### src/sv/label_mode_filter_2d_assert.svh
// Assertion macros for the label mode filter.
// Included by modules that check their own control logic; uses clk_i and rst_ni.
`ifndef LABEL_MODE_FILTER_2D_ASSERT_SVH
`define LABEL_MODE_FILTER_2D_ASSERT_SVH

// Check a property on every clock edge outside reset.
`define LMF_ASSERT(name, prop, msg) \
  name: assert property (@(posedge clk_i) disable iff (!rst_ni) (prop)) else $error(msg);

// Check that a condition implies a consequence on the next edge.
`define LMF_ASSERT_NEXT(name, cond, cons, msg) \
  name: assert property (@(posedge clk_i) disable iff (!rst_ni) (cond) |=> (cons)) \
    else $error(msg);

`endif

### src/sv/lmf_pkg.sv
// Shared types and constants for the label mode filter.
// No dependencies.
package lmf_pkg;

  localparam int ROW_W = 16;
  localparam int CFG_IDX_W = 2;
  localparam int CFG_DATA_W = 16;

  // Configuration register indexes
  localparam logic [CFG_IDX_W-1:0] CFG_HALF_SIZE = 2'd0;
  localparam logic [CFG_IDX_W-1:0] CFG_WIDTH = 2'd1;
  localparam logic [CFG_IDX_W-1:0] CFG_HEIGHT = 2'd2;

  typedef enum logic [2:0] {
    ST_IDLE,
    ST_EVAL,
    ST_SCAN,
    ST_DRAIN,
    ST_WRITE,
    ST_EMIT
  } lmf_state_e;

  // Commands from the sequencer to the tally table
  typedef struct packed {
    logic clear;
    logic upd;
  } lmf_tally_ctrl_t;

endpackage

### src/sv/lmf_tally.sv
// Tally table: parallel label compare with a running best label.
// Depends on lmf_pkg for the control struct.
module lmf_tally
  import lmf_pkg::*;
#(
  parameter int TALLY = 49,
  parameter int LABEL_BITS = 32
) (
  input  logic                  clk_i,
  input  logic                  rst_ni,
  input  lmf_tally_ctrl_t       ctrl_i,
  input  logic [LABEL_BITS-1:0] label_i,
  output logic [LABEL_BITS-1:0] best_o
);

  localparam int IDXW = $clog2(TALLY);
  localparam int CNTW = $clog2(TALLY + 1);

  logic [LABEL_BITS-1:0] labels_q [TALLY];
  logic [CNTW-1:0]       counts_q [TALLY];
  logic [CNTW-1:0]       used_q;
  logic [LABEL_BITS-1:0] best_label_q;
  logic [CNTW-1:0]       best_cnt_q;
  logic [IDXW-1:0]       best_idx_q;

  logic [TALLY-1:0] hit;
  logic             any_hit;
  logic [IDXW-1:0]  hit_idx;
  logic [CNTW-1:0]  hit_cnt;
  logic [IDXW-1:0]  upd_idx;
  logic [CNTW-1:0]  new_cnt;
  logic             better;

  // Compare the label against every live entry and encode the hit
  always_comb begin
    hit_idx = '0;
    hit_cnt = '0;
    for (int i = 0; i < TALLY; i++) begin
      hit[i] = (CNTW'(i) < used_q) && (labels_q[i] == label_i);
      if (hit[i]) begin
        hit_idx = hit_idx | IDXW'(i);
        hit_cnt = hit_cnt | counts_q[i];
      end
    end
    any_hit = |hit;
    upd_idx = any_hit ? hit_idx : used_q[IDXW-1:0];
    new_cnt = any_hit ? hit_cnt + CNTW'(1) : CNTW'(1);
    // Highest count wins; equal counts go to the earlier entry
    better = (new_cnt > best_cnt_q) || ((new_cnt == best_cnt_q) && (upd_idx < best_idx_q));
  end

  // Count control
  always_ff @(posedge clk_i or negedge rst_ni) begin
    if (!rst_ni) begin
      used_q     <= '0;
      best_cnt_q <= '0;
      best_idx_q <= '0;
    end else if (ctrl_i.clear) begin
      used_q     <= '0;
      best_cnt_q <= '0;
      best_idx_q <= '0;
    end else if (ctrl_i.upd) begin
      if (!any_hit) begin
        used_q <= used_q + CNTW'(1);
      end
      if (better) begin
        best_cnt_q <= new_cnt;
        best_idx_q <= upd_idx;
      end
    end
  end

  // Table payload
  always_ff @(posedge clk_i) begin
    if (ctrl_i.clear) begin
      best_label_q <= '0;
    end else if (ctrl_i.upd) begin
      labels_q[upd_idx] <= label_i;
      counts_q[upd_idx] <= new_cnt;
      if (better) begin
        best_label_q <= label_i;
      end
    end
  end

  assign best_o = best_label_q;

endmodule

### config.mk
export PLATFORM = sky130hd
export DESIGN_NAME = lmf_tally
export DESIGN_NICKNAME = d
export VERILOG_FILES = /design/src/sv/label_mode_filter_2d_assert.svh /design/src/sv/lmf_pkg.sv /design/src/sv/lmf_tally.sv
export SDC_FILE = /design/constraint.sdc
export NUM_CORES = 2
export LEC_CHECK = 0
export BUFFER_PORTS_ARGS = -buffer_cell sky130_fd_sc_hd__clkbuf_2
export CAP_MARGIN = 20
export CORE_MARGIN = 5
export CORE_UTILIZATION = 59
export CTS_BUF_LIST = sky130_fd_sc_hd__clkbuf_8
export DETAILED_ROUTE_END_ITERATION = 6
export HOLD_SLACK_MARGIN = 0.08
export PLACE_DENSITY = 0.84
export SYNTH_ARGS = -nofsm -noshare
export SYNTH_HDL_FRONTEND = slang
export SYNTH_SLANG_ARGS = --single-unit
### constraint.sdc
create_clock -name clk_i -period 10.6 [get_ports clk_i]
set_input_delay 1.06 -clock clk_i [delete_from_list [all_inputs] [get_ports clk_i]]
set_output_delay 1.06 -clock clk_i [all_outputs]
set_load 0.005 [all_outputs]
==> flow_summary_export.csv <==
group,metric,value,unit
route,wl_met1,79600,µm
route,routedWlPerCell,30.1,µm
synthesis,syn_area,80400,µm²
floorplan,core_area,135000,µm²
sta,timing.final.hold_violations,0,
clock_tree,cts_hold_buf,1,
sta,slew_headroom,17.8,%
route,drt-initial-drc-count,6706,
global_routing,grt_overflow,0,
power,total_leakage_power,29.8,nW
hold_path,hold_path.class,"input port to flop",
route,wl_met3,26200,µm
placed_design,post_dp_cell_area,83100,µm²
setup_path,cp-end-kind,"flop",
clock_tree,path_clk_slew,0.06,ns
global_routing,antenna_found_initial,9,
global_routing,grt_pass1_vias,45400,
power,ir_drop,0.160,mV
synthesis,ys_warn_count,0,
synthesis,synth-edff-count,1862,
route,wirelength,215000,µm
floorplan,num_rows,135,
setup_path,worstSetupPathType,"flop to flop",
route,firstDrtPassIters,7,
synthesis,synth_cell_types,71,
route,via_per_inst,6.36,
clock_tree,cts.sinks,1912,
setup_path,cp-start-kind,"flop",
clock_tree,root_buffer,"clkbuf_8",
clock_tree,clock_path_buffers,4,
sta,fin_skew,0.0804,ns
clock_tree,cts_buffers,308,
floorplan,die_h,379,µm
sta,rsz0062_at_grt,"no",
synthesis,syn_inst,4839,
flow_run,drv_cap,0,
sta,min_period,8.02,ns
sta,clock.fmax,125,MHz
route,routed.top_layer,"met5",
sta,fin_tns_setup,0,ns
synthesis,synthArstFlopShare,0.941,%
sta,period_share,75.6,%
cells_and_area,fillers,8881,
setup_path,critPathMaxFanout,32,
setup_path,arrival,8.83,ns
placed_design,dp_hpwl,126000,µm
sta,final-setup-viol-count,0,
sta,report.final.slew_viol_count,0,
clock_tree,htree_levels,5,
route,route.detailed.drc,0,
synthesis,synth-seq-cells,1912,
cells_and_area,fin_area,88500,µm²
power,pwr_density_cell,167,nW/µm²
clock_tree,clk-insertion-delay-late,1.03,ns
clock_tree,postCtsSetupBuffers,0,
synthesis,postSynthAreaPerCell,16.6,µm²
clock_tree,cts_tree,"built",
global_routing,track_usage,30.0,%
route,drtAntennaViolNets,0,
synthesis,synth_ff_type,"edfxtp_1",
sta,worst_pin_slew,1.23,ns
clock_tree,cts_resized,0,
floorplan,fp.dieW,379,µm
synthesis,ys_seq_area_share,70.9,%
run_status,outcome,"completed",
cells_and_area,fin_nets,5211,
global_routing,grt_start_max_net_pins,58,
synthesis,synth_nets,4889,
placed_design,place.gp.congestion,1.01,
floorplan,start_util,59.3,%
global_routing,grt_pass1_wl,310000,µm
route,routed-wl-met2,99800,µm
cells_and_area,syn2layout_area_growth,10.1,%
floorplan,die_area,144000,µm²
cells_and_area,drive_above_1_share,13.2,%
setup_path,crit_required,11.41,ns
floorplan,ios,68,
placed_design,port_buffers,67,
route,dr_total_vias,45400,
-- placed cells by master, fill, tap and decap left out, drive strengths merged, types with 9 or more instances in the layout --
cell type  count
edfxtp      1862
xor2        1042
xnor2        526
clkbuf       350
nor4         288
buf          208
nand4        186
inv          127
nor2         124
clkinv        83
nand3         66
nor3          65
a22o          51
a221oi        49
mux2i         43
a22oi         37
nand2         33
dfxtp         32
o21ai         19
dfrtp         18
ha            14
a21oi         14
and3          13
or4           12
o2111ai        9
or3            9
-- metrics by stage --
step / hold WS, ns / power (W) / utilization [%] / cells / worst slack, ns
final: 0.478 / 0.0148 / 65.4 / 7144 / 2.58
after global routing: 0.433 / 0.0153 / 65.4 / 7141 / 2.67
after global placement: 0.502 / 0.00922 / 61.3 / 6623 / 2.69
after floorplan: 0.489 / 0.00894 / - / 4839 / 0.935
after CTS: 0.400 / 0.0149 / 65.3 / 7136 / 3.01
after detailed placement: 0.486 / 0.00925 / 61.4 / 6627 / 2.59
-- kinds of logic after synthesis --
group / Yosys count / synth area share (%)
DFF: 1912 / 70.9
xor gates and xnor gates: 1569 / 17.1
and+or+nand+nor: 824 / 6.26
buffers and inverters: 262 / 2.74
AOI/OAI and AO/OA: 214 / 2.20
muxes: 44 / 0.549
adders and majority gates: 14 / 0.218
-- cell usage after synthesis (all sizes together) (2+ instances only) --
| library cell | number | share of area, % |
|---|---|---|
| and4 | 5 | 0.054 |
| a2111oi | 6 | 0.14 |
| nor4 | 288 | 2.6 |
| nand3 | 66 | 0.41 |
| o2111ai | 9 | 0.098 |
| dfrtp | 18 | 0.56 |
| edfxtp | 1862 | 70 |
| o22ai | 2 | 0.016 |
| xor2 | 1042 | 11 |
| nor2 | 124 | 0.58 |
| nor3 | 65 | 0.47 |
| a21boi | 2 | 0.019 |
| a22o | 51 | 0.56 |
| a211oi | 2 | 0.019 |
| a221oi | 49 | 0.53 |
| or2 | 8 | 0.062 |
| or3 | 9 | 0.070 |
| ha | 14 | 0.22 |
| clkbuf | 23 | 0.11 |
| a31oi | 5 | 0.039 |
| and3 | 13 | 0.10 |
| nand2 | 33 | 0.15 |
| a22oi | 37 | 0.35 |
| nand4 | 186 | 1.5 |
| or4 | 12 | 0.11 |
| nor4bb | 2 | 0.025 |
| mux2i | 43 | 0.54 |
| dfxtp | 32 | 0.80 |
| nor3b | 3 | 0.042 |
| inv | 30 | 0.14 |
| buf | 209 | 2.5 |
| o21ai | 19 | 0.12 |
| a21oi | 14 | 0.092 |
| xnor2 | 526 | 5.7 |
| nor2b | 5 | 0.039 |
| a222oi | 8 | 0.10 |
| a211o | 2 | 0.022 |
-- worst paths after layout --
check | cells past startpoint | slack [ns] | end | from
worst max-delay path | 24 | 2.58 | best_o[31]$_SDFFE_PP0P_ | used_q[4]$_DFFE_PN0P_
worst min-delay path | 1 | 0.48 | labels_q[44][2]$_DFFE_PP_ | label_i[2]
worst max register to register | 24 | 2.58 | best_o[31]$_SDFFE_PP0P_ | used_q[4]$_DFFE_PN0P_
worst min register to register | 2 | 0.50 | best_o[15]$_SDFFE_PP0P_ | best_o[15]$_SDFFE_PP0P_
max in group asynchronous | 2 | 9.57 | used_q[4]$_DFFE_PN0P_ | rst_ni
min in group asynchronous | 2 | 0.63 | best_idx_q[5]$_DFFE_PN0P_ | rst_ni
-- worst max-delay path, cell delays in order, from the launching register on --
cell and delay (ns):
dfrtp_1 0.83, buf_4 0.51, inv_1 0.47, o21ai_0 0.81, nand4_1 0.31, nor4_4 0.92, a22o_1 0.26, a221oi_1 0.13
nand4_1 0.19, nor4_2 0.08, inv_1 0.06, ha_1 0.22, and2_1 0.16, ha_1 0.28, nor2b_1 0.14, o21ai_0 0.15
nand2b_1 0.07, a21oi_1 0.14, or2_2 0.13, a21boi_0 0.08, a221o_1 0.38, o31ai_4 0.79, buf_12 0.33, mux2i_1 0.28
nor2_1 0.08
-- state kept, by name, summed over array words and instances (netlist names) --
register    flops
best_idx_q      6
labels_q     1568
best_cnt_q      6
used_q          6
counts_q      294
best_o         32
-- metal layers --
| layer | vias to the layer above | track usage [%] |
|---|---|---|
| li1 | 18700 | - |
| met5 | - | 0.274 |
| met4 | 12 | 12.6 |
| met3 | 598 | 6.80 |
| met2 | 3221 | 46.8 |
| met1 | 22900 | 41.3 |
-- layout make-up --
type                    instances  area (µm²)  share of cell area (%)
inverters                      30         113                   0.127
clock buffers                 315        4340                    4.90
multi-input cells            2665       21600                    24.4
flip-flops and latches       1912       57000                    64.4
repair buffers                244        2230                    2.52
well taps                    1781        2230                    2.52
clock inverters               193         987                    1.12
diodes                          4        10.0                  0.0113
-- report_power, final --
group / total, W / leakage (nW) / internal (W) / switching [W]
combinational: 0.000790 / 8.93 / 0.000238 / 0.000552
clock: 0.00573 / 3.08 / 0.00293 / 0.00280
sequential: 0.00831 / 17.8 / 0.00830 / 0.0000134
total: 0.0148 / 29.8 / 0.0115 / 0.00336
Power figures use the tool's default switching activity.
